--- config.mk ---
export PLATFORM = sky130hd
export DESIGN_NAME = vas_queue
export DESIGN_NICKNAME = d
export VERILOG_FILES = /design/src/hdl/vertical_aspect_scaler_5_to_6_unit_defines.svh /design/src/hdl/vas_pkg.sv /design/src/hdl/vas_queue.sv
export SDC_FILE = /design/constraint.sdc
export NUM_CORES = 1
export LEC_CHECK = 0
export BUFFER_PORTS_ARGS = -buffer_cell sky130_fd_sc_hd__buf_2
export CORE_UTILIZATION = 30
export CTS_CLUSTER_DIAMETER = 120
export CTS_CLUSTER_SIZE = 20
export DETAILED_ROUTE_END_ITERATION = 8
export GPL_ROUTABILITY_DRIVEN = 1
export SLEW_MARGIN = 20
export SYNTH_ARGS = -nofsm -noshare
export SYNTH_HDL_FRONTEND = slang
export SYNTH_SLANG_ARGS = --single-unit
--- constraint.sdc ---
create_clock -name aclk -period 4.13 [get_ports aclk]
set_input_delay 0.826 -clock aclk [delete_from_list [all_inputs] [get_ports aclk]]
set_output_delay 0.826 -clock aclk [all_outputs]
set_load 0.1 [all_outputs]
--- src/hdl/vertical_aspect_scaler_5_to_6_unit_defines.svh ---
// Assertion macros used by the vertical aspect scaler back module.
`ifndef VERTICAL_ASPECT_SCALER_5_TO_6_UNIT_DEFINES_SVH
`define VERTICAL_ASPECT_SCALER_5_TO_6_UNIT_DEFINES_SVH

// Same-cycle implication, sampled on aclk and masked during reset.
`define VAS_ASSERT_IMP(label, ante, cons, msg) \
    label: assert property (@(posedge aclk) disable iff (!aresetn) (ante) |-> (cons)) \
        else $error(msg);

// Next-cycle implication, sampled on aclk and masked during reset.
`define VAS_ASSERT_NXT(label, ante, cons, msg) \
    label: assert property (@(posedge aclk) disable iff (!aresetn) (ante) |=> (cons)) \
        else $error(msg);

`endif

--- src/hdl/vas_pkg.sv ---
// Shared types and constants for the vertical aspect scaler.
`timescale 1ns / 1ps

package vas_pkg;

    // Configuration register indexes.
    localparam logic [1:0] CFG_FORMAT_565  = 2'd0;
    localparam logic [1:0] CFG_LINE_WIDTH  = 2'd1;
    localparam logic [1:0] CFG_GROUP_COUNT = 2'd2;

    // Configuration reset values.
    localparam logic        FORMAT_565_RESET  = 1'b1;
    localparam logic [10:0] LINE_WIDTH_RESET  = 11'd320;
    localparam logic [8:0]  GROUP_COUNT_RESET = 9'd48;
    localparam logic [8:0]  GROUP_COUNT_MAX   = 9'd256;

    // Channel masks for the two pixel formats.
    localparam logic [15:0] RB_MASK_555 = 16'h7C1F;
    localparam logic [15:0] RB_MASK_565 = 16'hF81F;
    localparam logic [15:0] G_MASK_555  = 16'h03E0;
    localparam logic [15:0] G_MASK_565  = 16'h07E0;

    // Row codes within an input group and an output group.
    localparam logic [2:0] ROW_TOP     = 3'd0;
    localparam logic [2:0] ROW_BLEND_1 = 3'd1;
    localparam logic [2:0] ROW_BLEND_2 = 3'd2;
    localparam logic [2:0] ROW_BLEND_3 = 3'd3;
    localparam logic [2:0] ROW_LAST_IN = 3'd4;
    localparam logic [2:0] ROW_BOTTOM  = 3'd5;

    // Queue between the front and the back.
    localparam int QUEUE_DEPTH = 4;
    localparam int QPTR_W      = 2;
    localparam int QCNT_W      = 3;

    // One classified input item, as passed from the front to the back.
    typedef struct packed {
        logic [15:0] pixel;
        logic [15:0] upper;
        logic [2:0]  phase;
        logic [9:0]  column;
        logic        frame_end;
    } vas_entry_t;

endpackage

--- src/hdl/vas_queue.sv ---
// Short first-in first-out queue of classified items between front and back.
`timescale 1ns / 1ps

module vas_queue (
    input  logic                aclk,
    input  logic                aresetn,
    input  logic                push_valid,
    output logic                push_ready,
    input  vas_pkg::vas_entry_t push_entry,
    output logic                pop_valid,
    input  logic                pop_ready,
    output vas_pkg::vas_entry_t pop_entry
);
    import vas_pkg::*;

    vas_entry_t        slot_reg [QUEUE_DEPTH];
    logic [QPTR_W-1:0] wr_ptr_reg;
    logic [QPTR_W-1:0] rd_ptr_reg;
    logic [QCNT_W-1:0] count_reg;
    logic [QCNT_W-1:0] count_next;
    logic              push;
    logic              pop;

    assign push_ready = (count_reg != QCNT_W'(QUEUE_DEPTH));
    assign pop_valid  = (count_reg != '0);
    assign pop_entry  = slot_reg[rd_ptr_reg];
    assign push       = push_valid && push_ready;
    assign pop        = pop_valid && pop_ready;

    // Occupancy follows the push and pop transfers.
    always_comb begin
        count_next = count_reg;
        if (push && !pop) begin
            count_next = count_reg + 1'b1;
        end else if (pop && !push) begin
            count_next = count_reg - 1'b1;
        end
    end

    // Pointers and occupancy.
    always_ff @(posedge aclk) begin
        if (!aresetn) begin
            wr_ptr_reg <= '0;
            rd_ptr_reg <= '0;
            count_reg  <= '0;
        end else begin
            count_reg <= count_next;
            if (push) begin
                wr_ptr_reg <= wr_ptr_reg + 1'b1;
            end
            if (pop) begin
                rd_ptr_reg <= rd_ptr_reg + 1'b1;
            end
        end
    end

    // Storage slots carry payload only.
    always_ff @(posedge aclk) begin
        if (push) begin
            slot_reg[wr_ptr_reg] <= push_entry;
        end
    end

endmodule

### After elaboration in Yosys (flattened, before gate mapping)

Memory sizes are Yosys's and may differ from the RTL's. A register that Yosys moved wholly into a read port is not among the register bits.
Cells that the tools add are included.

| word-level totals | value |
|---|---|
| bits of input ports | 50 |
| RAM bits | 184 |
| bits in registers | 7 |
| memories | 1 |
| output and inout port bits | 48 |
| word-level logic and storage cells | 23 |

Memories:

| name | words | width | rd ports | clocked after memory_dff | write ports | RTL line | source |
|---|---|---|---|---|---|---|---|
| slot_reg | 4 | 46 | 1 | 1 | 1 | vas_queue.sv:16 | `vas_entry_t slot_reg [QUEUE_DEPTH];` |

| cells by class | value |
|---|---|
| add/subtract/negate cells | 4 |
| mux-type cells | 6 |
| equal/unequal tests | 1 |
| reductions and logical operators | 8 |

Operators with widths:

| operator | count |
|---|---|
| two-way mux 3 bit | 2 |
| adder 2 x 1 -> 2 bit, second input constant | 2 |
| logical AND 1 bit | 4 |
| two-way mux 2 bit | 2 |
| adder 3 x 1 -> 3 bit, second input constant | 1 |
| inequality test 3 bit, second input constant | 1 |
| nonzero test 3 bit | 1 |
| subtractor 3 x 1 -> 3 bit, second input constant | 1 |
| logical NOT 1 bit | 2 |
| two-way mux 1 bit | 2 |
| nonzero test 2 bit | 1 |

### Longest topological paths before layout

Gate-level depths: netlist of run 1.

| depth | value |
|---|---|
| depth after elaboration | 6 |
| depth in mapped cells | 8 |
| mapped depth without buffers | 8 |

### Worst setup path after synthesis of run 1

Ideal clock, no wire load.

| timing path | value |
|---|---|
| path kind | input to register |
| start point | input push_valid |
| end point | memory slot_reg[0][0] (netlist bit), enable pin |
| stages on the path | 2 |
| setup slack | 1,472 ps |
| setup time | 408 ps |
| buffers on the path | 0 |
| required time | 3,722 ps |
| arrival time | 2,249 ps |
| cell sequence | a21boi_2 and2_1 |

| on the way | value |
|---|---|
| word-level cells in the longest chain between the ends | 3 |

Ends and longest elaborated chain:

| item | RTL line | source |
|---|---|---|
| start, declared | vas_queue.sv:7 | `input logic push_valid,` |
| logical AND 1 bit | vas_queue.sv:27 | `assign push = push_valid && push_ready;` |
| two-way mux 1 bit | vas_queue.sv:59 | `if (push) begin` |
| two-way mux 1 bit (implied by the code) | vas_queue.sv:60 | `slot_reg[wr_ptr_reg] <= push_entry;` |
| end, declared | vas_queue.sv:16 |  |

Every way passes these cells.

==> reports/metrics.cfg, run 1 <==
[hold_path]
worst_hold_path_depth=2
min_path_type=flip-flop to flip-flop

[global_route]
wire_length_of_the_first_global_routing_pass_mm=19.89
grt-ovfl-total=0
vias_in_the_first_global_route=3545
grt_antenna_before_repair=0
maximum_number_of_pins_on_one_net_before_global_route_repair=47
grt.total_usage_pct=11.35

[routing]
detail_route.first_pass.iterations=4
via_count=3188
post_drt_wl_per_cell_um=17.89
detail-route-antenna-nets=0
drt-initial-drc-count=89
drc=0
vias_per_cell=4.355
wl_mm=13.10

[cells_and_area]
largest_register_ff_count=184
layout-drive-gt1-share_pct=43.83
fillers=2186
sequential_cell_area_sq_um=5710
multi_input_combinational_cell_area_sq_um=1364
finish.instance_area_sq_um=8642
finalNetCount=456
diodes=0
area_delta_synth_final_pct=20.10

[die]
placementRows=56
die-width_um=156.9
design.die.area_sq_um=24610
io_pins=98
core_region_area_sq_um=23470
initial_utilization_pct=30.66
die_span_y_um=156.9

[critical_path]
cp_data_arrival_time_ps=2410
start_kind=flip-flop
critical_path.max_fanout=46
worst-endpoint-required_ps=3300
cp-end-kind=primary output
setup.worst_path.class=flip-flop to primary output
worst-r2r-cell-count=4

[synthesis]
synth.top_cells.by_area=edfxtp_1, mux4_2, dfxtp_1, mux4_1, buf_12
yosysWarningCount=0
seq_area_frac_synth_pct=79.29
synth_area_leader_cell=edfxtp_1
ys_dominant_reg_cell=edfxtp_1
synth_fp_nets=344
yosys.cell_types.count=25
synthArstFlopShare_pct=0
synth_seq_cells=193
post_synth_inst_count=288
syn_avg_cell_area_sq_um=24.98
synth_area_sq_um=7196
netlist.area_leader.share_pct=76.79
synth-edff-count=184

[sta]
clock-skew-final_ps=9.002
tns_ps=0
slew_violations=0
hold_violations=0
period_minus_slack_ps=3238
timing.fmax_mhz=308.8
unrepaired_setup_endpoints_after_global_routing=no
worstMarginPinSlew_ps=949.0
timing.final.setup_violations=0
hold_ws_ps=503.2
period_utilization_pct=78.41
worst_slack_ps=891.7
max_slew_headroom_at_the_worst_pin_pct=36.73

[clock_tree]
cts_tree=built
ctsLongestPathBuffers=2
clkSlewWorstSetupHoldPaths_ps=70
clock_tree.htree_level_count=4
holdBufCountCts=0
number_of_gates_resized_after_cts=0
cts.root.buffer_cell=clkbuf_16
clkLatencyLatePin_ps=420
cts_made_buffers=17
cts_setup_buffers=0
cts.sink_count=193

[placement]
gp_routability_congestion=0.6580
post-place-ws_ps=1271
dp_hpwl_mm=7.809
input_output_buffers=97
area_post_placement_sq_um=8023

[outcome]
status=finished clean

[run]
timing.max_cap.violations=0

worst max-delay path, cell delays in order, from the launching register on:
cell	delay, ps
dfxtp_4	980
mux4_1	690
buf_2	320
routing by layer:
metal  up-vias  wire [um]  global-route usage [%]
li1       1438          -                       -
met1      1676       5577                   13.62
met2        62       6861                   19.34
met3        12        475                   2.797
met4         0        180                   4.902
met5         -          0                       0
synth_stat cells, types with 2 or more instances:
master    number
buf_12         4
ha_1           5
mux2i_1        3
mux4_2        40
or3_1          2
xnor2_1        3
dfxtp_1        9
and2_1         8
mux4_1         6
nand2_1        5
buf_2          4
edfxtp_1     184
inv_1          3
final timing paths:
path	start	to	slack, ps
hold reg to reg	wr_ptr_reg[1]$_SDFFE_PN0P_	wr_ptr_reg[1]$_SDFFE_PN0P_	500
hold / removal	wr_ptr_reg[1]$_SDFFE_PN0P_	wr_ptr_reg[1]$_SDFFE_PN0P_	500
setup reg to reg	count_reg[0]$_SDFFE_PN0P_	slot_reg[1][0]$_DFFE_PP_	1670
setup / recovery	flip-flop	pop_entry[43]	890
per-stage QoR:
step	util [%]	cells
after floorplan	-	288
after global placement	34.18	700
after detailed placement	34.18	700
after CTS	36.82	732
after global routing	36.82	732
final	36.82	732
cells by family (layout without fill, tap and decap cells):
logic type / Yosys count / in the layout / synth area share (%)
adder cells (fa/ha/maj): 6 / 6 / 1.148
AO/OA/AOI/OAI: 5 / 5 / 0.8520
AND/OR/NAND/NOR: 17 / 17 / 1.269
buffers and inverters: 14 / 139 / 1.826
flip-flops: 193 / 193 / 79.29
XOR/XNOR: 4 / 4 / 0.4870
multiplexers: 49 / 49 / 15.13
cell type report:
class / instances / area share [%]
clock buffers: 21 / 5.096
clock inverters: 11 / 2.070
inverters: 3 / 0.1303
multi-input cells: 81 / 15.78
flip-flops and latches: 193 / 66.08
well taps: 319 / 4.619
repair buffers: 104 / 6.226
cell usage in the layout, fill, tap and decap left out, drive strengths merged:
cell type	count
or3	2
nand2	5
o21ai	1
ha	5
mux4	46
mux2i	3
bufinv	4
inv	6
xor2	1
xnor2	3
clkinvlp	1
nor2b	1
clkbuf	21
o311ai	1
clkinv	3
dfxtp	9
o31ai	1
a21boi	2
and2	8
buf	104
edfxtp	184
nor2	1
fa	1
Power of run 1 is left out: the tool's default activity adds up to more than one toggle a clock period on the data nets, which glitch-free logic cannot reach.
==> inputs of run 2 (changes only) <==
==> constraint.sdc (replaced) <==
create_clock -name aclk -period 3.21 [get_ports aclk]
set_input_delay 0.642 -clock aclk [delete_from_list [all_inputs] [get_ports aclk]]
set_output_delay 0.642 -clock aclk [all_outputs]
set_load 0.1 [all_outputs]
==> reports/metrics.cfg, run 2 (same netlist as run 1, synthesis figures left out) <==
[global_route]
wire_length_of_the_first_global_routing_pass_mm=20.49  ; +3.0%
grt.total_usage_pct=11.57  ; +0.23 points
grt_antenna_before_repair=0  ; unchanged
maximum_number_of_pins_on_one_net_before_global_route_repair=31  ; -34%
grt-ovfl-total=0  ; unchanged
vias_in_the_first_global_route=3588  ; +1.2%

[clock_tree]
holdBufCountCts=0  ; unchanged
cts.sink_count=193  ; unchanged
number_of_gates_resized_after_cts=0  ; unchanged
clkLatencyLatePin_ps=420  ; about the same
cts_made_buffers=17  ; unchanged
clkSlewWorstSetupHoldPaths_ps=70  ; about the same
cts.root.buffer_cell=clkbuf_16
cts_setup_buffers=0  ; unchanged
ctsLongestPathBuffers=2  ; unchanged
cts_tree=built
clock_tree.htree_level_count=4  ; unchanged

[routing]
met3WireLength_um=542  ; +14%
detail_route.wirelength.met1_mm=5.818  ; +4.3%
drt-initial-drc-count=155  ; +74%
post_drt_wl_per_cell_um=18.11  ; +1.2%
route.met2.wl_mm=6.822  ; -0.57%
vias_per_cell=4.351  ; about the same
detail_route.first_pass.iterations=4  ; unchanged
drc=0  ; unchanged
detail-route-antenna-nets=0  ; unchanged
via_count=3198  ; +0.31%
top_layer=met4
wl_mm=13.31  ; +1.6%

[outcome]
status=finished clean

[placement]
dp_hpwl_mm=8.053  ; +3.1%
input_output_buffers=97  ; unchanged
gp_routability_congestion=0.7034  ; +6.9%

[sta]
clock-skew-final_ps=8.493  ; -0.5090 ps
tns_ps=0  ; unchanged
max_slew_headroom_at_the_worst_pin_pct=64.70  ; +28 points
timing.fmax_mhz=379.5
timing.final.setup_violations=0  ; unchanged
worstMarginPinSlew_ps=529.5  ; -419.5 ps
period_minus_slack_ps=2635
slew_violations=0  ; unchanged
unrepaired_setup_endpoints_after_global_routing=no
hold_violations=0  ; unchanged
period_utilization_pct=82.09

[cells_and_area]
largest_register_ff_count=184  ; unchanged
multi_input_combinational_cell_area_sq_um=1364  ; unchanged
final_cell_mix=edfxtp_1, buf_2, mux4_2
area_delta_synth_final_pct=20.78
fillers=2116  ; -3.2%
layout-drive-gt1-share_pct=44.47  ; +0.65 points
diodes=0  ; unchanged
finalNetCount=459  ; +0.66%
sequential_cell_area_sq_um=5710  ; unchanged
layout.cells.most_common=edfxtp_1

[die]
io_pins=98  ; unchanged
core_region_area_sq_um=23470  ; unchanged
die-width_um=156.9  ; unchanged
design.die.area_sq_um=24610  ; unchanged
die_span_y_um=156.9  ; unchanged
placementRows=56  ; unchanged
initial_utilization_pct=30.66  ; unchanged

[run]
timing.max_cap.violations=0  ; unchanged

[critical_path]
worst_path_max_delay_cell=mux4_2
worst-endpoint-required_ps=2570  ; -730 ps
cp-end-kind=primary output
cp_cell_instances=buf_4, mux4_2, buf_2
critical-path-max-stage-delay_ps=570  ; -410 ps
start_kind=flip-flop
cp_data_arrival_time_ps=1990  ; -420 ps
setup.worst_path.class=flip-flop to primary output
critical_path.max_fanout=14  ; -70%

[hold_path]
min_path_type=input pin to flip-flop

-- run 2: cell count changes in the layout (fill, tap and decap cells not counted), sizes merged --
| cell | change |
|---|---|
| bufinv | -1 |
| clkinvlp | +1 |
| clkinv | -1 |
| inv | +3 |
| buf | +3 |
| clkbuf | -2 |
-- run 2: worst max-delay path: cells and delay by family (launching register included) --
family | cells | cell delay, ps
mux | 1 | 570
buf+inv | 2 | 620
flops | 1 | 380
-- run 2: metal layers --
| metal | vias to the layer above | track usage, % |
|---|---|---|
| met5 | - | 0 |
| met4 | 0 | 4.155 |
| met3 | 10 | 3.129 |
| met2 | 71 | 19.66 |
| met1 | 1672 | 14.09 |
| li1 | 1445 | - |
-- run 2: area by class of cell --
type / count / area share, %
Sequential cell: 193 / 65.71
Multi-Input combinational cell: 81 / 15.69
Timing Repair Buffer: 107 / 6.882
Clock buffer: 19 / 4.981
Tap cell: 319 / 4.593
Clock inverter: 13 / 2.016
Inverter: 3 / 0.1296
-- run 2: path summary, 6_finish.rpt --
check	startpoint	end	slack, ps	cells past startpoint
max	flip-flop	pop_entry[36]	570	3
min	push_entry[30]	slot_reg[0][30]$_DFFE_PP_	430	1
max reg2reg	count_reg[0]$_SDFFE_PN0P_	count_reg[2]$_SDFFE_PN0P_	680	8
min reg2reg	wr_ptr_reg[0]$_SDFFE_PN0P_	wr_ptr_reg[0]$_SDFFE_PN0P_	510	2
-- run 2: per-stage QoR --
| step | hold WS (ps) | utilization [%] | area (sq um) | worst slack (ps) | instances |
|---|---|---|---|---|---|
| floorplan | 467.7 | - | 7196 | 736.5 | 288 |
| global placement | 475.3 | 34.44 | 8083 | 820.0 | 703 |
| detailed placement | 491.2 | 34.44 | 8083 | 600.9 | 703 |
| CTS | 415.5 | 37.03 | 8691 | 513.9 | 735 |
| global route | 409.1 | 37.03 | 8691 | 456.9 | 735 |
| finish | 434.8 | 37.03 | 8691 | 575.0 | 735 |
Power of run 2 is left out for the same reason.
