### config.mk
export PLATFORM = sky130hd
export DESIGN_NAME = vas_back
export DESIGN_NICKNAME = d
export VERILOG_FILES = /design/src/hdl/vas_pkg.sv /design/src/hdl/vas_back.sv
export VERILOG_INCLUDE_DIRS = /design/src /design/src/hdl
export SDC_FILE = /design/constraint.sdc
export NUM_CORES = 1
export LEC_CHECK = 0
export ABC_AREA = 1
export BUFFER_PORTS_ARGS = -buffer_cell sky130_fd_sc_hd__buf_2
export CAP_MARGIN = 25
export CORE_ASPECT_RATIO = 2
export CORE_MARGIN = 2
export CORE_UTILIZATION = 40
export CTS_BUF_LIST = sky130_fd_sc_hd__clkbuf_16
export CTS_CLUSTER_SIZE = 14
export DETAILED_ROUTE_END_ITERATION = 8
export PLACE_DENSITY = 0.65
export SKIP_CTS_REPAIR_TIMING = 1
export SYNTH_ARGS = -nofsm -noshare
export SYNTH_HDL_FRONTEND = slang
export SYNTH_SLANG_ARGS = --single-unit
### constraint.sdc
create_clock -name aclk -period 5.46 [get_ports aclk]
set_input_delay 0 -clock aclk [delete_from_list [all_inputs] [get_ports aclk]]
set_output_delay 0 -clock aclk [all_outputs]
set_load 0.02 [all_outputs]
### src/hdl/vertical_aspect_scaler_5_to_6_unit_defines.svh
// Assertion macros used by the vertical aspect scaler back module.
`ifndef VERTICAL_ASPECT_SCALER_5_TO_6_UNIT_DEFINES_SVH
`define VERTICAL_ASPECT_SCALER_5_TO_6_UNIT_DEFINES_SVH

// Same-cycle implication, sampled on aclk and masked during reset.
`define VAS_ASSERT_IMP(label, ante, cons, msg) \
    label: assert property (@(posedge aclk) disable iff (!aresetn) (ante) |-> (cons)) \
        else $error(msg);

// Next-cycle implication, sampled on aclk and masked during reset.
`define VAS_ASSERT_NXT(label, ante, cons, msg) \
    label: assert property (@(posedge aclk) disable iff (!aresetn) (ante) |=> (cons)) \
        else $error(msg);

`endif

### src/hdl/vas_pkg.sv
// Shared types and constants for the vertical aspect scaler.
`timescale 1ns / 1ps

package vas_pkg;

    // Configuration register indexes.
    localparam logic [1:0] CFG_FORMAT_565  = 2'd0;
    localparam logic [1:0] CFG_LINE_WIDTH  = 2'd1;
    localparam logic [1:0] CFG_GROUP_COUNT = 2'd2;

    // Configuration reset values.
    localparam logic        FORMAT_565_RESET  = 1'b1;
    localparam logic [10:0] LINE_WIDTH_RESET  = 11'd320;
    localparam logic [8:0]  GROUP_COUNT_RESET = 9'd48;
    localparam logic [8:0]  GROUP_COUNT_MAX   = 9'd256;

    // Channel masks for the two pixel formats.
    localparam logic [15:0] RB_MASK_555 = 16'h7C1F;
    localparam logic [15:0] RB_MASK_565 = 16'hF81F;
    localparam logic [15:0] G_MASK_555  = 16'h03E0;
    localparam logic [15:0] G_MASK_565  = 16'h07E0;

    // Row codes within an input group and an output group.
    localparam logic [2:0] ROW_TOP     = 3'd0;
    localparam logic [2:0] ROW_BLEND_1 = 3'd1;
    localparam logic [2:0] ROW_BLEND_2 = 3'd2;
    localparam logic [2:0] ROW_BLEND_3 = 3'd3;
    localparam logic [2:0] ROW_LAST_IN = 3'd4;
    localparam logic [2:0] ROW_BOTTOM  = 3'd5;

    // Queue between the front and the back.
    localparam int QUEUE_DEPTH = 4;
    localparam int QPTR_W      = 2;
    localparam int QCNT_W      = 3;

    // One classified input item, as passed from the front to the back.
    typedef struct packed {
        logic [15:0] pixel;
        logic [15:0] upper;
        logic [2:0]  phase;
        logic [9:0]  column;
        logic        frame_end;
    } vas_entry_t;

endpackage

### src/hdl/vas_back.sv
// Back part: blends rows and emits one or two results per item through an output register.
`timescale 1ns / 1ps
`include "vertical_aspect_scaler_5_to_6_unit_defines.svh"

module vas_back (
    input  logic                aclk,
    input  logic                aresetn,
    input  logic                format_565,
    input  logic                pop_valid,
    output logic                pop_ready,
    input  vas_pkg::vas_entry_t pop_entry,
    output logic                m_valid,
    input  logic                m_ready,
    output logic [15:0]         m_out_pixel,
    output logic [2:0]          m_out_row,
    output logic [9:0]          m_out_column,
    output logic                m_last_of_item,
    output logic                m_frame_done
);
    import vas_pkg::*;

    logic        m_valid_reg;
    logic [15:0] pixel_reg;
    logic [2:0]  row_reg;
    logic [9:0]  column_reg;
    logic        last_reg;
    logic        done_reg;

    // Bottom row copy still owed for an item of the last input row.
    logic        pend_reg;
    logic [15:0] pend_pixel_reg;
    logic [9:0]  pend_column_reg;
    logic        pend_done_reg;

    logic        out_free;
    logic        pop;
    logic [15:0] rb_mask;
    logic [15:0] g_mask;
    logic [15:0] blended;
    logic [15:0] result_pixel;

    // Upper weight (x) and lower weight (y) built from truncating shifts.
    function automatic logic [25:0] weigh(input logic [25:0] x, input logic [25:0] y,
                                          input logic [2:0] phase);
        logic [25:0] sum;
        case (phase)
            ROW_BLEND_1: sum = ((x >> 2) - (x >> 4)) + ((y >> 1) + (y >> 2) + (y >> 4));
            ROW_BLEND_2: sum = ((x >> 1) - (x >> 3)) + ((y >> 1) + (y >> 3));
            ROW_BLEND_3: sum = ((x >> 1) + (x >> 3)) + ((y >> 1) - (y >> 3));
            default:     sum = ((x >> 1) + (x >> 2) + (x >> 4)) + ((y >> 2) - (y >> 4));
        endcase
        return sum;
    endfunction

    assign rb_mask = format_565 ? RB_MASK_565 : RB_MASK_555;
    assign g_mask  = format_565 ? G_MASK_565 : G_MASK_555;

    // Red/blue word carries 8 fraction bits, the green word 3.
    always_comb begin
        logic [25:0] rb;
        logic [25:0] g;
        rb = weigh(26'(pop_entry.upper & rb_mask) << 8,
                   26'(pop_entry.pixel & rb_mask) << 8, pop_entry.phase);
        g  = weigh(26'(pop_entry.upper & g_mask) << 3,
                   26'(pop_entry.pixel & g_mask) << 3, pop_entry.phase);
        blended = (16'(rb >> 8) & rb_mask) | (16'(g >> 3) & g_mask);
    end

    assign result_pixel = (pop_entry.phase == ROW_TOP) ? pop_entry.pixel : blended;

    assign out_free  = !m_valid_reg || m_ready;
    assign pop_ready = out_free && !pend_reg;
    assign pop       = pop_valid && pop_ready;

    // Control state of the output register and the pending bottom row.
    always_ff @(posedge aclk) begin
        if (!aresetn) begin
            m_valid_reg <= 1'b0;
            pend_reg    <= 1'b0;
        end else if (out_free) begin
            if (pend_reg) begin
                m_valid_reg <= 1'b1;
                pend_reg    <= 1'b0;
            end else begin
                m_valid_reg <= pop_valid;
                pend_reg    <= pop_valid && (pop_entry.phase == ROW_LAST_IN);
            end
        end
    end

    // Output and pending payload.
    always_ff @(posedge aclk) begin
        if (out_free) begin
            if (pend_reg) begin
                pixel_reg  <= pend_pixel_reg;
                row_reg    <= ROW_BOTTOM;
                column_reg <= pend_column_reg;
                last_reg   <= 1'b1;
                done_reg   <= pend_done_reg;
            end else begin
                pixel_reg  <= result_pixel;
                row_reg    <= pop_entry.phase;
                column_reg <= pop_entry.column;
                last_reg   <= (pop_entry.phase != ROW_LAST_IN);
                done_reg   <= 1'b0;
            end
        end
        if (pop) begin
            pend_pixel_reg  <= pop_entry.pixel;
            pend_column_reg <= pop_entry.column;
            pend_done_reg   <= pop_entry.frame_end;
        end
    end

    assign m_valid        = m_valid_reg;
    assign m_out_pixel    = pixel_reg;
    assign m_out_row      = row_reg;
    assign m_out_column   = column_reg;
    assign m_last_of_item = last_reg;
    assign m_frame_done   = done_reg;

    // A taken output for the last input row is followed at once by its bottom row copy.
    `VAS_ASSERT_NXT(a_bottom_follows, m_valid_reg && m_ready && (row_reg == ROW_LAST_IN), m_valid_reg && (row_reg == ROW_BOTTOM), "bottom row copy did not follow")
    // The queue is never read while a bottom row copy is owed.
    `VAS_ASSERT_IMP(a_no_pop_when_pending, pend_reg, !pop, "queue read while bottom row pending")
    // End of frame is flagged only on the final bottom row result.
    `VAS_ASSERT_IMP(a_done_on_bottom, m_valid_reg && done_reg, last_reg && (row_reg == ROW_BOTTOM), "frame end on wrong result")
    // Only the last input row leaves a result that is not the final one of its item.
    `VAS_ASSERT_IMP(a_last_flag, m_valid_reg && !last_reg, row_reg == ROW_LAST_IN, "unexpected non-final result")

endmodule
Word level (Yosys, flattened, before mapping):

Cells that the tools add are included.

* logic and storage cells: 66
* register bits after elaboration: 60
* output and inout bits: 33
* bits of input ports: 51

* multiplexer cells: 9
* add/sub/neg operators: 28
* eq/ne operators: 5
* bitwise gates (word level): 7
* reductions and logical operators: 7

Operator list (number)
* adder 24 bit: 4
* case mux 24 bit (3 select lines): 1
* case mux 19 bit (3 select lines): 1
* adder 23 x 21 -> 24 bit: 2
* adder 23 x 22 -> 24 bit: 2
* adder 24 x 20 -> 24 bit: 2
* bitwise AND 16 x 11 -> 16 bit: 3
* bitwise AND 16 bit: 3
* two-way mux 16 bit: 3
* subtractor 23 x 21 -> 24 bit: 2
* subtractor 22 x 20 -> 23 bit: 2
* adder 18 x 16 -> 19 bit: 2
* adder 18 x 17 -> 19 bit: 2
* adder 19 x 15 -> 19 bit: 2
* adder 19 bit: 2
* subtractor 18 x 16 -> 19 bit: 2
* subtractor 17 x 15 -> 18 bit: 2
* adder 18 x 19 -> 19 bit: 1
* adder 19 x 18 -> 19 bit: 1
* OR 16 bit: 1
* two-way mux 11 bit: 1
* two-way mux 10 bit: 1
* == test 3 x 2 -> 1 bit, second input constant: 2
* == test 3 x 1 -> 1 bit, second input constant: 1
* 7 further kinds: 11

Logic depth before layout (Yosys ltp):

Gate-level depths: netlist of run 1.

* word-level depth: 10
* mapped depth: 28
* depth with buffers taken out: 28

Least setup slack after synthesis of run 1:

No wires, ideal clock.

* path type: input port to flip-flop
* from: in pop_entry[16] in the netlist's numbering
* to: reg pixel_reg[15], in the netlist m_out_pixel[15] (data pin)
* data required time: 5.205 ns
* stages: 28
* path buffers: 0
* setup time: 0.255 ns
* arrival: 3.518 ns
* path slack: 1.686 ns
* cell sequence: inv_1 -> ha_1 -> nand2_1 -> nand2_1 -> a21oi_1 -> o21ai_0 -> nor2_2 -> o21ai_2 -> nand2_1 -> nand2_1 -> nand2_1 -> nand2_2 -> xor2_1 -> fa_1 -> inv_1 -> ha_1 -> ha_1 -> nand2_1 -> nor2_1 -> nand2_1 -> nor2_1 -> nand2_1 -> nand3_1 -> nand2_1 -> nand3_1 -> nand4_1 -> nand2_1 -> a21oi_1

* cells in the longest elaborated chain, start to end: 9
* elaborated cells on any way between the ends: 27
* classes of those cells: add/sub: 18; mux: 4; bitwise: 5

Ends and longest elaborated chain
* start: declaration: RTL line vas_back.sv:11 `input vas_pkg::vas_entry_t pop_entry,`
* bitwise AND 16 bit or bitwise AND 16 x 11 -> 16 bit (tied branches): RTL line vas_back.sv:62, vas_back.sv:64
* adder 23 x 22 -> 24 bit or adder 18 x 17 -> 19 bit (tied branches): RTL line vas_back.sv:50 `default: sum = ((x >> 1) + (x >> 2) + (x >> 4)) + ((y >> 2) - (y >> 4));`
* adder 24 x 20 -> 24 bit or adder 19 x 15 -> 19 bit (tied branches): RTL line vas_back.sv:50
* adder 24 bit or adder 19 x 18 -> 19 bit (tied branches): RTL line vas_back.sv:50
* case mux 24 bit (3 select lines) or case mux 19 bit (3 select lines) (tied branches): RTL line vas_back.sv:46 `case (phase)`
* bitwise AND 16 bit or bitwise AND 16 x 11 -> 16 bit (tied branches): RTL line vas_back.sv:66 `blended = (16'(rb >> 8) & rb_mask) | (16'(g >> 3) & g_mask);`
* OR 16 bit *: RTL line vas_back.sv:66
* two-way mux 16 bit *: RTL line vas_back.sv:69 `assign result_pixel = (pop_entry.phase == ROW_TOP) ? pop_entry.pixel : blended;`
* two-way mux 16 bit *: RTL line vas_back.sv:94 `if (pend_reg) begin`
* end signal: assignment: RTL line vas_back.sv:95 `pixel_reg <= pend_pixel_reg;`
* end signal: assignment: RTL line vas_back.sv:101 `pixel_reg <= result_pixel;`
* end: declaration: RTL line vas_back.sv:23 `logic [15:0] pixel_reg;`

Every way passes the cells marked *; elsewhere a longest branch is shown, timed or not.
A chain may end at the register's enable or synchronous reset.

Worst setup path after layout of run 1:

* from: in pop_entry[16] in the netlist's numbering
* to: reg pixel_reg[12], in the netlist m_out_pixel[12] (data pin)

Same word-level chain as after synthesis.

==> results of run 1 <==
[critical path, stage by stage]
cell,delay [ns]
sky130_fd_sc_hd__buf_2,0.16
sky130_fd_sc_hd__inv_1,0.20
sky130_fd_sc_hd__ha_1,0.38
sky130_fd_sc_hd__nand3_1,0.11
sky130_fd_sc_hd__o21ai_0,0.16
sky130_fd_sc_hd__inv_1,0.06
sky130_fd_sc_hd__o21ai_0,0.21
sky130_fd_sc_hd__buf_4,0.17
sky130_fd_sc_hd__a21oi_1,0.06
sky130_fd_sc_hd__o21ai_0,0.28
sky130_fd_sc_hd__xnor2_1,0.18
sky130_fd_sc_hd__fa_1,0.47
sky130_fd_sc_hd__fa_1,0.52
sky130_fd_sc_hd__inv_1,0.04
sky130_fd_sc_hd__ha_1,0.37
sky130_fd_sc_hd__nand2_1,0.09
sky130_fd_sc_hd__inv_1,0.10
sky130_fd_sc_hd__nand3_1,0.11
sky130_fd_sc_hd__nor3_1,0.30
sky130_fd_sc_hd__nor2_1,0.11
sky130_fd_sc_hd__a21oi_1,0.16
sky130_fd_sc_hd__nor2_1,0.08
sky130_fd_sc_hd__nor2_1,0.21
sky130_fd_sc_hd__nand3_1,0.11
sky130_fd_sc_hd__nand2_1,0.10
sky130_fd_sc_hd__nand2_1,0.05
[Yosys cell counts (all sizes together)]
| library cell | n | area share [%] |
|---|---|---|
| o2111ai | 3 | 0.22 |
| o21ai | 74 | 3.2 |
| xor2 | 29 | 2.1 |
| o31ai | 1 | 0.063 |
| a211oi | 2 | 0.13 |
| nand4 | 21 | 1.1 |
| nand3b | 9 | 0.57 |
| buf | 8 | 0.33 |
| o21a | 1 | 0.063 |
| nand2 | 433 | 14 |
| o32a | 1 | 0.084 |
| a221oi | 1 | 0.074 |
| o21bai | 3 | 0.22 |
| nor3 | 24 | 1.1 |
| dfxtp | 2 | 0.34 |
| a31oi | 3 | 0.16 |
| nand3 | 109 | 4.6 |
| nor2 | 148 | 5.0 |
| nor3b | 1 | 0.063 |
| o22a | 1 | 0.074 |
| o22ai | 2 | 0.11 |
| a21o | 2 | 0.13 |
| edfxtp | 58 | 15 |
| or2 | 6 | 0.32 |
| clkbuf | 5 | 0.16 |
| ha | 183 | 19 |
| xnor2 | 11 | 0.81 |
| fa | 94 | 16 |
| inv | 336 | 11 |
| o211a | 2 | 0.17 |
| and2 | 2 | 0.11 |
| a21boi | 4 | 0.25 |
| a21oi | 91 | 3.8 |
| o221ai | 4 | 0.30 |
| clkinv | 1 | 0.032 |
[layer usage]
layer	part of all wire, %	track usage (%)	vias to the layer above
li1	-	-	5571
met1	31	21.9	5353
met2	57	53.6	346
met3	2.6	1.96	174
met4	9.1	19.8	0
met5	0	0	-
[area by class of cell]
| type | instances | share of cell area, % |
|---|---|---|
| clock buffer | 9 | 1.70 |
| clock inverter | 7 | 0.568 |
| inverter | 337 | 9.59 |
| multi-input combinational | 1265 | 66.4 |
| sequential | 60 | 13.5 |
| tap | 364 | 3.45 |
| timing repair buffer | 108 | 4.85 |
[stage by stage]
stage,instance area (µm²),cells
after CTS,13100,2135
after global routing,13200,2150
final,13200,2150
after floorplan,11900,1675
after detailed placement,12800,2119
after global placement,12800,2119
[kinds of logic (layout without fill, tap and decap cells)]
kind of cell	after synthesis	count (layout)	synth area share, %
buf+inv	350	461	11.2
compound gates	195	195	9.06
simple gates	753	753	26.6
fa+ha+maj	277	277	35.2
xor+xnor	40	40	2.95
flops	60	60	15.0
[power by group through the flow]
| stage | Combinational, mW | Sequential (mW) | Clock (mW) |
|---|---|---|---|
| floorplan | 1.73 | 0.712 | 0 |
| global placement | 2.53 | 0.632 | 0 |
| detailed placement | 2.57 | 0.634 | 0 |
| CTS | 2.59 | 0.626 | 0.590 |
| global route | 2.93 | 0.630 | 0.603 |
| finish | 2.62 | 0.626 | 0.582 |
[how the worst min path moves through the flow]
stage | start | to | slack, ns | cells past startpoint
finish | pop_entry[43] | pend_pixel_reg[13] | 0.01 | 1
global route | pop_entry[43] | pend_pixel_reg[13] | 0.03 | 1
CTS | pop_entry[1] | pend_column_reg[0] | -0.15 | 1
detailed placement | pop_entry[0] | pend_done_reg | 0.19 | 1
global placement | pop_entry[0] | pend_done_reg | 0.18 | 1
floorplan | pop_entry[1] | pend_column_reg[0] | 0.1 | 0
[cells in the final DEF, fill, tap and decap left out, types with 3 or more instances in the layout]
master / instances
sky130_fd_sc_hd__buf_4: 10
sky130_fd_sc_hd__o21ai_0: 66
sky130_fd_sc_hd__a31oi_1: 3
sky130_fd_sc_hd__ha_1: 183
sky130_fd_sc_hd__o2111ai_1: 3
sky130_fd_sc_hd__fa_1: 94
sky130_fd_sc_hd__clkbuf_16: 9
sky130_fd_sc_hd__nand3_1: 108
sky130_fd_sc_hd__nand2_1: 430
sky130_fd_sc_hd__edfxtp_1: 58
sky130_fd_sc_hd__xnor2_1: 11
sky130_fd_sc_hd__or2_2: 6
sky130_fd_sc_hd__nand4_1: 21
sky130_fd_sc_hd__a21oi_1: 91
sky130_fd_sc_hd__dlygate4sd3_1: 15
sky130_fd_sc_hd__nand3b_1: 9
sky130_fd_sc_hd__o221ai_1: 4
sky130_fd_sc_hd__nor2_2: 4
sky130_fd_sc_hd__o21ai_1: 6
sky130_fd_sc_hd__buf_2: 83
sky130_fd_sc_hd__inv_2: 5
sky130_fd_sc_hd__a21boi_0: 4
sky130_fd_sc_hd__xor2_1: 29
sky130_fd_sc_hd__nor2_1: 142
sky130_fd_sc_hd__nor3_1: 22
sky130_fd_sc_hd__inv_1: 330
==> results.md, run 1 <==
* Area overhead of the layout relative to synthesis at 11.4%
* Critical path launch point: pop_entry[16]
* Max Root-Sink Buffers at 2
* LEAKAGE at 7.14 nW
* Average instance area after synthesis at about 7 µm²
* Total of flip-flops plus latches after synthesis at 60
* Flop-to-flop setup slack at 3.90 ns
* Post-synthesis cell count at 1675
* Number of cell rows at 89
* Combined area of the multi-input logic cells at between 0.008 and 0.009 mm²
* Number of port buffers at between 80 and 90
* First-pass GRT wire length at 61.8 mm
* Initial Utilization at between 40% and 50%
* Clock root cell: sky130_fd_sc_hd__clkbuf_16
* Setup crit end: m_out_pixel[12]
* Portion of total power attributed to sequential cells at 16.4%
* Worst min path class: primary input to register
* Synthesized net count at 2003
* ANT nets after route at 0
* Fillers at 3020
* Maximum number of pins on one net before global-route repair at 32
* Arrival time of the worst setup path at 4.82 ns
* Routability congestion estimate from global placement at 0.971
* Part of the total power dissipated in combinational logic at 68.4%
* PnR worst setup slack at 0.720 ns
* Post-layout nets at 2109
* Net load switching power at 1.96 mW
* Die height at 248 µm
* Total Neg Setup Slack at 0 ns
* Worst setup EP type: register
* Final setup vio count at 0
* Min Tclk post-route at 4.74 ns
* Number of CTS-inserted buffers at 9
* Clock tree from TritonCTS: yes
* Detailed-route DRC error count at 0
* Final Routed Wirelength at 40.5 mm
* Launching element type of the critical path: primary input
* Average wire length per cell after detail routing at ~19 µm
* Length of the first detailed-routing pass in iterations at 6
* Total power after layout at roughly 3.8 mW
* Unrepaired setup endpoints after global routing: no
* Worst-path clk slew at 0.05 ns
* Full die area at 0.0311 mm²
* Fin crit share at 86.8%
* Cells on worst reg2reg path at 5
* Worst clock skew at 0.0127 ns
* Final max-slew violation count at 0
* Number of inserted diodes at 0
* Clock latency on the worst-skew pair at 0.34 ns
* Routed via count divided by cell count at 5.32
* Combined area of all synthesized cells at about 0.012 mm²
* Vias after detailed routing at roughly 11000
* Worst EP required at around 5.6 ns
* Worst Path Max Fanout at 6
* Switching power share of the total at 51.2%
* Run status: completed
* Pwr dens at between 200 and 300 mW/mm²
* Antenna violations before repair at 0
* Maximum vdd drop at about 140 µV
* Vias in the first global route at 11879
* Core footprint at 0.0294 mm²
* Warnings from Yosys at 0
* Pint at 1.87 mW
* Horiz. Die Dim at 126 µm
* Area taken by flip-flops and latches at 0.00178 mm²
* Number of primary I/O pins at 84
* Startpoint of the lowest-slack register-to-register path: pend_reg
* Capturing point of the worst reg2reg path: m_out_pixel[13]
* Final design utilization at about 45%
* Aggregate global-route resource usage at 25.8%
* DP Wirelength at 34.4 mm
* Leftover overflow at the end of global routing at 0
* Hold Violations, Final at 0
* Worst-margin pin slew at roughly 0.93 ns
* Max cap viols at 0
* Number of distinct library cell variants in the gate-level netlist after synthesis at 48
* Max transition margin at around 38%
* Portion of the post-synthesis area used by sequential elements at between 10% and 20%
* TritonCTS Sinks at 60
* Count of routing violations after the opening detailed-route iteration at 634
* DP Worst Slack at approximately 0.43 ns
* Fraction of final layout cells sized beyond drive strength 1 at 7.61%
* Final hold slack at ~0.012 ns
* Share of total power in the clock network at 15.2%
* Highest clock rate at around 210 MHz
* Crit path kind: primary input to register
* CTS H-tree lvls at 3
Note: power is estimated with default switching activity, not from simulation.
==> run 2: changes to the inputs <==
--- a/config.mk
+++ b/config.mk
@@ -11,11 +11,11 @@
 export CAP_MARGIN = 25
 export CORE_ASPECT_RATIO = 2
 export CORE_MARGIN = 2
-export CORE_UTILIZATION = 40
+export CORE_UTILIZATION = 55
 export CTS_BUF_LIST = sky130_fd_sc_hd__clkbuf_16
 export CTS_CLUSTER_SIZE = 14
 export DETAILED_ROUTE_END_ITERATION = 8
-export PLACE_DENSITY = 0.65
+export PLACE_DENSITY = 0.82
 export SKIP_CTS_REPAIR_TIMING = 1
 export SYNTH_ARGS = -nofsm -noshare
 export SYNTH_HDL_FRONTEND = slang
==> run 2 against run 1 <==
Net effect:
- clock skew fell by 0.0012 ns
- combinational power barely moved
- cell count shrank 4.3%
- hold slack worse by 0.0070 ns
- cell area shrank 0.91%
- sequential power about the same
- via count increased by 3.5%
- register-to-register slack worse by 0.62 ns
- clock power barely moved
- largest cell class unchanged
- largest power group unchanged
==> results.md, run 2 (synthesis gave the netlist of run 1 again) <==
* Non-filler cells, final at just over 2000
* Clock latency on the worst-skew pair at approximately 0.33 ns
* Fillers at 1964
* Pint at roughly 1.9 mW
* Flop-to-flop setup slack at 3.28 ns
* PnR worst setup slack at 0.928 ns
* Maximum vdd drop at 192 µV
* Hold Violations, Final at 0
* Highest clock rate at 221 MHz
* Clock root cell: sky130_fd_sc_hd__clkbuf_16
* Fraction of final layout cells sized beyond drive strength 1 at 7.46%
* Share of total power in the clock network at 15.2%
* Unrepaired setup endpoints after global routing: no
* Antenna violations before repair at 1
* First-pass GRT wire length at between 50 and 60 mm
* Instance area at placement at roughly 0.013 mm²
* Vias in the first global route at ~12000
* Source of the worst hold timing path: pop_valid
* Total Neg Setup Slack at 0 ns
* Full die area at 0.0228 mm²
* LEAKAGE at 7.14 nW
* Final max-slew violation count at 0
* Final Routed Wirelength at 39.7 mm
* Post-layout nets at between 2000 and 2500
* Worst hold stages at 3
* Length of the first detailed-routing pass in iterations at 5
* CTS H-tree lvls at 3
* Post-Layout Inst Area at 0.0131 mm²
* Fin crit share at 83.0%
* Most frequent cells in the layout: sky130_fd_sc_hd__nand2_1 (430), sky130_fd_sc_hd__inv_1 (330), sky130_fd_sc_hd__ha_1 (183)
* Routability congestion estimate from global placement at 1.06
* Vias after detailed routing at 11842
* Leftover overflow at the end of global routing at 0
* Min-Delay Endpoint: m_valid
* Initial Utilization at 55.4%
* Portion of total power attributed to sequential cells at 16.3%
* Worst EP required at 5.54 ns
* Number of primary I/O pins at 84
* Detailed-route DRC error count at 0
* Area overhead of the layout relative to synthesis at 10.4%
* Number of CTS-inserted buffers at 9
* Placed Cells incl. Taps at 2025
* Launching element type of the critical path: primary input
* ANT nets after route at 0
* Worst clock skew at 0.0115 ns
* Worst-path clk slew at 0.05 ns
* Routed via count divided by cell count at 5.76
* Switching power share of the total at 51.2%
* Count of routing violations after the opening detailed-route iteration at 688
* Maximum number of pins on one net before global-route repair at 28
* Total power after layout at 3.83 mW
* Clock tree from TritonCTS: yes
* Number of cell rows at 76
* Worst-margin pin slew at 0.896 ns
* Arrival time of the worst setup path at 4.61 ns
* Min Tclk post-route at 4.53 ns
* Pwr dens at approximately 290 mW/mm²
* Horiz. Die Dim at 108 µm
* TritonCTS Sinks at 60
* Aggregate global-route resource usage at 34.7%
* Die height at about 210 µm
* Crit path kind: primary input to register
* Worst Path Max Fanout at 8
* DP Wirelength at about 33 mm
* Most frequent standard cell in the layout excluding fill and tap cells: sky130_fd_sc_hd__nand2_1
* Average wire length per cell after detail routing at 19.3 µm
* Worst setup EP type: register
* Core footprint at 0.0214 mm²
* Final setup vio count at 0
* DP Worst Slack at 0.722 ns
* Capturing point of the worst reg2reg path: pend_reg
* Max Root-Sink Buffers at 2
* Max transition margin at 40.1%
* Part of the total power dissipated in combinational logic at between 60 and 70%
* Run status: completed
* Worst min path class: primary input to register
* Startpoint of the lowest-slack register-to-register path: m_valid
* Max cap viols at 0
* Net load switching power at 1.96 mW
* Cells on worst reg2reg path at 7
* Number of port buffers at 83
[run 2: cell types whose count changed in the layout (fill, tap and decap cells not counted)]
cell	delta
sky130_fd_sc_hd__buf_4	-4
sky130_fd_sc_hd__nor3_2	+1
sky130_fd_sc_hd__diode_2	+1
sky130_fd_sc_hd__nor3_4	-1
sky130_fd_sc_hd__buf_16	+1
[run 2: how the worst max path moves through the flow]
stage                  startpoint              end  slack [ns]
floorplan           pop_entry[16]  m_out_pixel[15]        1.69
global placement    pop_entry[32]  m_out_pixel[14]        0.75
detailed placement  pop_entry[32]  m_out_pixel[14]        0.72
CTS                 pop_entry[32]  m_out_pixel[14]        1.06
global route        pop_entry[33]  m_out_pixel[15]        0.75
finish              pop_entry[40]  m_out_pixel[15]        0.93
[run 2: worst max-delay path: stages]
cell and delay, ns:
sky130_fd_sc_hd__dlygate4sd3_1 0.54, sky130_fd_sc_hd__buf_2 0.15, sky130_fd_sc_hd__nand2_1 0.21, sky130_fd_sc_hd__inv_2 0.18, sky130_fd_sc_hd__ha_1 0.34, sky130_fd_sc_hd__inv_1 0.05
sky130_fd_sc_hd__o31ai_1 0.45, sky130_fd_sc_hd__a31oi_1 0.21, sky130_fd_sc_hd__xor2_1 0.19, sky130_fd_sc_hd__fa_1 0.50, sky130_fd_sc_hd__inv_1 0.04, sky130_fd_sc_hd__ha_1 0.28
sky130_fd_sc_hd__ha_1 0.40, sky130_fd_sc_hd__nand4_1 0.12, sky130_fd_sc_hd__inv_1 0.08, sky130_fd_sc_hd__and2_1 0.14, sky130_fd_sc_hd__nand4_1 0.14, sky130_fd_sc_hd__nand4_1 0.14
sky130_fd_sc_hd__nand3_1 0.14, sky130_fd_sc_hd__nand2_1 0.12, sky130_fd_sc_hd__inv_1 0.04, sky130_fd_sc_hd__nand2_1 0.07, sky130_fd_sc_hd__a21oi_1 0.06
[run 2: area by class of cell]
| cell class | count | area [µm²] | area share (%) |
|---|---|---|---|
| Antenna cell | 1 | 2.50 | 0.0191 |
| Clock buffer | 9 | 225 | 1.72 |
| Clock inverter | 7 | 75.1 | 0.573 |
| Inverter | 337 | 1270 | 9.68 |
| Multi-Input combinational cell | 1265 | 8760 | 66.9 |
| Sequential cell | 60 | 1780 | 13.6 |
| Tap cell | 273 | 342 | 2.61 |
| Timing Repair Buffer | 105 | 638 | 4.87 |
[run 2: power by group through the flow]
stage               clock [mW]  sequential [mW]  combinational [mW]
CTS                      0.579            0.623                2.56
finish                   0.583            0.625                2.62
floorplan                    0            0.712                1.73
global placement             0            0.630                2.47
detailed placement           0            0.632                2.54
global route             0.602            0.631                2.91
[run 2: routing by layer]
layer / global-route usage, % / routed length (µm) / up-vias
li1: - / - / 5574
met1: 28.0 / 11700 / 5502
met2: 64.6 / 21000 / 491
met3: 5.97 / 2030 / 273
met4: 36.7 / 4970 / 2
met5: 0 / 13 / -
[run 2: per-stage QoR]
step           utilization, %  hold WS [ns]
2_1_floorplan               -        0.0989
3_3_place_gp             58.9         0.179
3_5_place_dp             59.1         0.189
4_1_cts                  60.5        -0.147
5_1_grt                  61.2        0.0236
6_report                 61.2       0.00484
